$ cat config.mk
export PLATFORM = sky130hd
export DESIGN_NAME = dotted_address_parser_core
export DESIGN_NICKNAME = d
export VERILOG_FILES = /design/src/sv/dap_pkg.sv /design/src/sv/dap_char_decode.sv /design/src/sv/dap_parse_step.sv /design/src/sv/dotted_address_parser_core.sv
export VERILOG_INCLUDE_DIRS = /design/src /design/src/sv
export SDC_FILE = /design/constraint.sdc
export NUM_CORES = 1
export LEC_CHECK = 0
export ABC_AREA = 1
export BUFFER_PORTS_ARGS = -buffer_cell sky130_fd_sc_hd__buf_2
export CAP_MARGIN = 20
export CORE_ASPECT_RATIO = 1.2
export CORE_MARGIN = 2
export CORE_UTILIZATION = 40
export DETAILED_ROUTE_END_ITERATION = 6
export PLACE_DENSITY = 0.68
export SLEW_MARGIN = 5
export SYNTH_ARGS = -nofsm -noshare
export SYNTH_HDL_FRONTEND = slang
export SYNTH_SLANG_ARGS = --single-unit
$ cat constraint.sdc
create_clock -name clk -period 5.5 [get_ports clk]
set_input_delay 0.55 -clock clk [delete_from_list [all_inputs] [get_ports clk]]
set_output_delay 0.55 -clock clk [all_outputs]
set_load 0.02 [all_outputs]
$ cat src/sv/dotted_address_parser_core_assert.svh
// Assertion macros shared by the dotted address parser RTL.
// Expects signals named clk and rst in the scope where a macro is used.
`ifndef DOTTED_ADDRESS_PARSER_CORE_ASSERT_SVH
`define DOTTED_ADDRESS_PARSER_CORE_ASSERT_SVH

// Same-cycle implication, off during reset
`define DAP_ASSERT_IMP(lbl, ante, cons) \
  lbl: assert property (@(posedge clk) disable iff (rst) (ante) |-> (cons)) \
    else $error("dap: same-cycle check failed");

// Next-cycle implication, off during reset
`define DAP_ASSERT_NEXT(lbl, ante, cons) \
  lbl: assert property (@(posedge clk) disable iff (rst) (ante) |=> (cons)) \
    else $error("dap: next-cycle check failed");

`endif

$ cat src/sv/dap_pkg.sv
// Package for the dotted address parser: phase codes, character codes and
// the structs passed between the decoder, the parse step and the top level.
`timescale 1ns / 1ps

package dap_pkg;

  localparam int CharW  = 8;
  localparam int FieldW = 8;
  localparam int AddrW  = 48;
  localparam int IdxW   = 3;

  // Parse phases
  localparam logic [1:0] PH_START = 2'd0;
  localparam logic [1:0] PH_FIELD = 2'd1;
  localparam logic [1:0] PH_TAIL  = 2'd2;
  localparam logic [1:0] PH_SKIP  = 2'd3;

  // Address modes
  localparam logic MODE_IPV4  = 1'b0;
  localparam logic MODE_ETHER = 1'b1;

  // Index of the last field in each mode
  localparam logic [IdxW-1:0] LAST_IPV4  = 3'd3;
  localparam logic [IdxW-1:0] LAST_ETHER = 3'd5;

  // Character codes
  localparam logic [CharW-1:0] CH_ZERO = 8'h30;
  localparam logic [CharW-1:0] CH_NINE = 8'h39;
  localparam logic [CharW-1:0] CH_UA   = 8'h41;
  localparam logic [CharW-1:0] CH_UF   = 8'h46;
  localparam logic [CharW-1:0] CH_DOT  = 8'h2E;
  localparam logic [CharW-1:0] CH_CR   = 8'h0D;
  localparam logic [CharW-1:0] CH_NUL  = 8'h00;

  // Character class from the decoder
  typedef struct packed {
    logic       is_digit;
    logic [3:0] digit;
    logic       is_dot;
    logic       is_term;
  } char_class_t;

  // One result from the parse step
  typedef struct packed {
    logic             valid;
    logic             ok;
    logic [AddrW-1:0] value;
  } step_result_t;

endpackage

$ cat src/sv/dap_char_decode.sv
// Character decoder for the dotted address parser: digit, dot, terminator.
// Depends on dap_pkg.
`timescale 1ns / 1ps

module dap_char_decode
  import dap_pkg::*;
(
  input  logic [CharW-1:0] char_code,
  input  logic             address_mode,
  output char_class_t      cls
);

  logic dec_hit;
  logic hex_hit;

  // Classify the character for the current radix
  always_comb begin
    dec_hit = (char_code >= CH_ZERO) && (char_code <= CH_NINE);
    hex_hit = (address_mode == MODE_ETHER) && (char_code >= CH_UA) && (char_code <= CH_UF);
    cls.is_digit = dec_hit || hex_hit;
    if (dec_hit) begin
      cls.digit = 4'(char_code - CH_ZERO);
    end else if (hex_hit) begin
      cls.digit = 4'(char_code - CH_UA + 8'd10);
    end else begin
      cls.digit = 4'd0;
    end
    cls.is_dot  = (char_code == CH_DOT);
    cls.is_term = (char_code == CH_NUL) || (char_code == CH_CR);
  end

endmodule

$ cat src/sv/dap_parse_step.sv
// Parse state and per-character step logic of the dotted address parser.
// Depends on dap_pkg; fed by dap_char_decode.
`timescale 1ns / 1ps

module dap_parse_step
  import dap_pkg::*;
(
  input  logic         clk,
  input  logic         rst,
  input  logic         step,
  input  logic         address_mode,
  input  char_class_t  cls,
  output step_result_t res
);

  logic [1:0]        parse_phase, parse_phase_next;
  logic [IdxW-1:0]   field_index, field_index_next;
  logic [FieldW-1:0] field_acc, field_acc_next;
  logic [AddrW-1:0]  addr_store, addr_store_next;

  logic [IdxW-1:0]   last_idx;
  logic [FieldW-1:0] acc_mac;
  logic [AddrW-1:0]  store_shifted;
  logic              do_fail;
  logic              do_ok;
  logic [AddrW-1:0]  ok_src;

  // Next state and result for the character at hand
  always_comb begin
    last_idx = (address_mode == MODE_ETHER) ? LAST_ETHER : LAST_IPV4;
    if (address_mode == MODE_ETHER) begin
      acc_mac = FieldW'({field_acc[3:0], 4'b0000}) + FieldW'(cls.digit);
    end else begin
      acc_mac = FieldW'({field_acc[4:0], 3'b000}) + FieldW'({field_acc[6:0], 1'b0})
              + FieldW'(cls.digit);
    end
    store_shifted = {addr_store[AddrW-FieldW-1:0], field_acc};

    parse_phase_next = parse_phase;
    field_index_next = field_index;
    field_acc_next   = field_acc;
    addr_store_next  = addr_store;
    do_fail = 1'b0;
    do_ok   = 1'b0;
    ok_src  = addr_store;

    case (parse_phase)
      PH_SKIP: begin
        if (cls.is_term) begin
          parse_phase_next = PH_START;
          field_index_next = '0;
          field_acc_next   = '0;
          addr_store_next  = '0;
        end
      end
      PH_START: begin
        if (!cls.is_digit) begin
          do_fail = 1'b1;
        end else begin
          field_acc_next   = FieldW'(cls.digit);
          parse_phase_next = PH_FIELD;
        end
      end
      PH_FIELD: begin
        if (cls.is_digit) begin
          field_acc_next = acc_mac;
        end else begin
          addr_store_next = store_shifted;
          field_acc_next  = '0;
          ok_src          = store_shifted;
          if (field_index < last_idx) begin
            if (!cls.is_dot) begin
              do_fail = 1'b1;
            end else begin
              field_index_next = field_index + 3'd1;
              parse_phase_next = PH_START;
            end
          end else if (cls.is_dot) begin
            parse_phase_next = PH_TAIL;
          end else if (cls.is_term) begin
            do_ok = 1'b1;
          end else begin
            do_fail = 1'b1;
          end
        end
      end
      default: begin
        if (cls.is_term) begin
          do_ok = 1'b1;
        end else begin
          do_fail = 1'b1;
        end
      end
    endcase

    // A failure skips to the next terminator unless this one ends it;
    // a success always restarts
    if (do_fail && !cls.is_term) begin
      parse_phase_next = PH_SKIP;
    end else if (do_fail || do_ok) begin
      parse_phase_next = PH_START;
      field_index_next = '0;
      field_acc_next   = '0;
      addr_store_next  = '0;
    end

    res.valid = do_fail || do_ok;
    res.ok    = do_ok;
    if (!do_ok) begin
      res.value = '0;
    end else if (address_mode == MODE_IPV4) begin
      res.value = {16'h0000, ok_src[31:0]};
    end else begin
      res.value = ok_src;
    end
  end

  // Advance the parse state on each processed character
  always_ff @(posedge clk) begin
    if (rst) begin
      parse_phase <= PH_START;
      field_index <= '0;
      field_acc   <= '0;
      addr_store  <= '0;
    end else if (step) begin
      parse_phase <= parse_phase_next;
      field_index <= field_index_next;
      field_acc   <= field_acc_next;
      addr_store  <= addr_store_next;
    end
  end

endmodule

$ cat src/sv/dotted_address_parser_core.sv
// Dotted address parser: one character per transfer, IPv4 or Ethernet.
// Path: the input register feeds the parse step, whose result loads the result
// register, which drives m_tvalid.
// Throughput: one character per cycle, set by the single registered parse step;
// a result held by a low m_tready stalls the input register behind it.
// Reset (rst, synchronous) empties both registers, clears the parse state and
// selects IPv4 mode.
`timescale 1ns / 1ps

`include "dotted_address_parser_core_assert.svh"

module dotted_address_parser_core
  import dap_pkg::*;
(
  input  logic             clk,
  input  logic             rst,
  // Configuration: address_mode
  input  logic             cfg_we,
  input  logic [0:0]       cfg_wdata,   // [0] address_mode
  // Input characters
  input  logic             s_tvalid,
  output logic             s_tready,
  input  logic [CharW-1:0] s_tdata,     // [7:0] char_code
  // Results
  output logic             m_tvalid,
  input  logic             m_tready,
  output logic [AddrW-1:0] m_tdata,     // [47:0] address_value
  output logic [0:0]       m_tuser      // [0] parse_ok
);

  logic             address_mode;
  logic             in_valid;
  logic [CharW-1:0] in_char;
  logic             advance;
  char_class_t      cls;
  step_result_t     res;

  // Process the held character once the result register can take a result
  assign advance  = in_valid && (!m_tvalid || m_tready);
  assign s_tready = !in_valid || advance;

  // Mode register
  always_ff @(posedge clk) begin
    if (rst) begin
      address_mode <= MODE_IPV4;
    end else if (cfg_we) begin
      address_mode <= cfg_wdata[0];
    end
  end

  // Input register
  always_ff @(posedge clk) begin
    if (rst) begin
      in_valid <= 1'b0;
    end else if (s_tready) begin
      in_valid <= s_tvalid;
    end
  end

  always_ff @(posedge clk) begin
    if (s_tready && s_tvalid) begin
      in_char <= s_tdata;
    end
  end

  dap_char_decode u_decode (
    .char_code    (in_char),
    .address_mode (address_mode),
    .cls          (cls)
  );

  dap_parse_step u_step (
    .clk          (clk),
    .rst          (rst),
    .step         (advance),
    .address_mode (address_mode),
    .cls          (cls),
    .res          (res)
  );

  // Result register: load on a produced result, drop once transferred
  always_ff @(posedge clk) begin
    if (rst) begin
      m_tvalid <= 1'b0;
    end else if (advance && res.valid) begin
      m_tvalid <= 1'b1;
    end else if (m_tready) begin
      m_tvalid <= 1'b0;
    end
  end

  always_ff @(posedge clk) begin
    if (advance && res.valid) begin
      m_tdata    <= res.value;
      m_tuser[0] <= res.ok;
    end
  end

  // Checks
  `DAP_ASSERT_IMP(a_fail_zero, m_tvalid && !m_tuser[0], m_tdata == '0)
  `DAP_ASSERT_NEXT(a_hold_char, in_valid && m_tvalid && !m_tready, in_valid)
  `DAP_ASSERT_IMP(a_ready_empty, !in_valid, s_tready)

endmodule

==> flow_summary.yaml <==
outcome:
  outcome: "finished, final reports clean"
sta:
  rsz0062_at_grt: "false"
  clock_skew_ns: 0.00620
  fin_ws_ns: 1.48
  max_freq_mhz: 249
  setup-violations-final: 0
  fin_hold_ws_ns: 0.306
  max-slew-margin-rel: 0.306
  fin_crit_ns: 4.02
  drv_slew: 0
  fin_tns_setup_ns: 0
  hold_viol: 0
  worst_pin_slew_ns: 1.04
  post-route-period-util: 0.730
synthesis:
  synth_seq_cells: 121
  ys_seq_area_frac: 0.446
  avgSynthCellArea_um2: 7.70
  synthesis.area_um2: 6710
  synth_cell_types: 33
  yosysWarnings: 0
  synthCells: 871
  synth_nets: 904
route:
  route.detailed.drc: 0
  drtIter0Drc: 585
  viasPerCell: 5.24
  postRouteAntennaNets: 0
  num_vias: 5916
  drt_wl_total_um: 15800
  drt-pass1-iter-count: 5
  routedWlPerCell_um: 14.0
finish:
  layout_commonest_cell: "nand2_1"
  final_area_um2: 7700
  areaGrowthSynthToFinish_pct: 14.8
  final_cell_mix: "nand2_1 (172), a21oi_1 (155), o21ai_0 (102)"
  fill_cells: 1598
  final_nets: 936
  multi_input_comb_area_um2: 3120
  seqCellArea_um2: 2990
  drive_gt1_frac: 0.156
  num_antenna_cells: 0
floorplanning:
  fp.dieH_um: 146
  die_area_um2: 17800
  io_pins: 65
  rows: 51
  initial_core_util: 0.411
  core_area_um2: 16300
  die_w_um: 122
run:
  maxCapViolCount: 0
power:
  netSwitchingPower_uw: 546
  internal-power_uw: 1800
  clkPwrFrac: 0.498
  combPwrFrac: 0.085
  vdd_drop_max_mv: 0.169
  leakage_uw: 0.00282
  p_per_area_nw_per_um2: 305
  p_seq_frac: 0.417
  p_sw_frac: 0.233
grt:
  busiest_layer: "met2"
  grt.overflow.total: 0
  grt_pass1_vias: 5368
  met2_usage: 0.293
  antenna_found_initial: 0
  grt_first_pass_wirelength_um: 26200
  met1_usage: 0.243
  grt_max_degree: 101
  track_usage: 0.183
  use_met3: 0.0361
critical_path:
  critPathRequiredTime_ns: 5.84
  worstSetupPathType: "register to register"
  crit_arrival_ns: 4.35
  start_kind: "register"
  crit_path_max_fanout: 100
  cp-end-kind: "register"
clock_tree:
  clock-sinks: 121
  cts_buffer_depth: 2
  cts.clk_slew.worst_paths_ns: 0.05
  cts_root_buf: "clkbuf_16"
  h-tree-depth: 4
  cts_hold_buf: 0
  cts_tree: "done"
  cts_buffers: 17
  ctsResizeCount: 0
  cts_setup_buffers: 0
  clock_latency_ns: 0.42
hold_path:
  hp-class: "primary input to register"
place:
  gp_congestion: 0.874
  placed_cell_area_um2: 7080
  place_hpwl_um: 9310
  port-buffer-count: 64
  pre_cts_ws_ns: 1.55
## through the flow
step	cells	utilization	total power (uW)
final	1128	0.471	2350
after global routing	1128	0.471	2440
after global placement	1096	0.433	1200
after floorplan	871	-	1150
after detailed placement	1096	0.433	1200
after CTS	1128	0.471	2370
## state kept, by name, indices dropped and copies added, names as in the netlist
register            flops
m_tuser                 1
u_step.field_acc        8
u_step.parse_phase      2
m_tvalid                1
m_tdata                48
u_step.field_index      3
u_step.addr_store      48
in_char                 8
in_valid                1
address_mode            1
## critical path: stages, from the launching register on
cell,delay (ns)
edfxtp_1,0.42
inv_1,0.11
ha_1,0.25
o21ai_2,0.15
nand2_2,0.09
nand2_4,0.14
nand2_4,0.47
inv_1,0.33
a21oi_2,0.07
fa_1,0.51
inv_1,0.06
fa_1,0.45
o21ai_0,0.22
xnor2_1,0.09
nand2_1,0.05
o21ai_0,0.09
o21ai_0,0.19
nand3_1,0.09
a21oi_1,0.15
## cell families (layout without fill, tap and decap cells)
group / Yosys count / after routing / share of synthesized area
xor gates and xnor gates: 5 / 5 / 0.00653
DFF: 121 / 121 / 0.446
AOI/OAI and AO/OA: 280 / 280 / 0.217
buffers and inverters: 147 / 192 / 0.0895
and+or+nand+nor: 299 / 299 / 0.203
adders and majority gates: 19 / 19 / 0.0377
## cell usage after synthesis, drive strengths merged
cell type  count  area (um^2)
nor3           1         10.0
a21oi        165          863
and3           1         6.26
nand4          3         25.0
fa             2         40.0
xor2           2         17.5
o211ai         2         15.0
clkbuf        32          121
nand3         90          510
dfxtp         64         1280
buf           24          138
ha            17          213
inv           91          342
edfxtp        57         1710
xnor2          3         26.3
o21ai        112          572
nor2          21         83.8
nand2        182          718
and2           1         6.26
a21o           1         7.51
## final timing paths
check / start / end / slack [ns] / cells past startpoint
setup / recovery: in_char[0] / u_step.field_acc[6] / 1.48 / 18
hold / removal: s_tdata[1] / in_char[1] / 0.31 / 1
setup reg to reg: in_char[0] / u_step.field_acc[6] / 1.48 / 18
hold reg to reg: u_step.addr_store[44] / u_step.addr_store[44] / 0.48 / 2
## area by class of cell
class / instances / area share
clock buffers: 23 / 0.0621
repair buffers: 69 / 0.0465
well taps: 212 / 0.0344
inverters: 91 / 0.0444
flip-flops and latches: 121 / 0.389
clock inverters: 9 / 0.0188
multi-input cells: 603 / 0.405
## power by group through the flow
stage | Sequential [uW] | Combinational, uW | Clock [uW]
CTS | 979 | 201 | 1190
global route | 981 | 223 | 1230
finish | 979 | 200 | 1170
global placement | 997 | 200 | 0
detailed placement | 997 | 201 | 0
floorplan | 1020 | 134 | 0
## routing by layer
layer / up-vias / wire length [um]
met2: 140 / 7720
met4: 0 / 246
met1: 2742 / 7150
met3: 15 / 686
li1: 3019 / -
met5: - / 0
(Power assumes the default switching activity.)
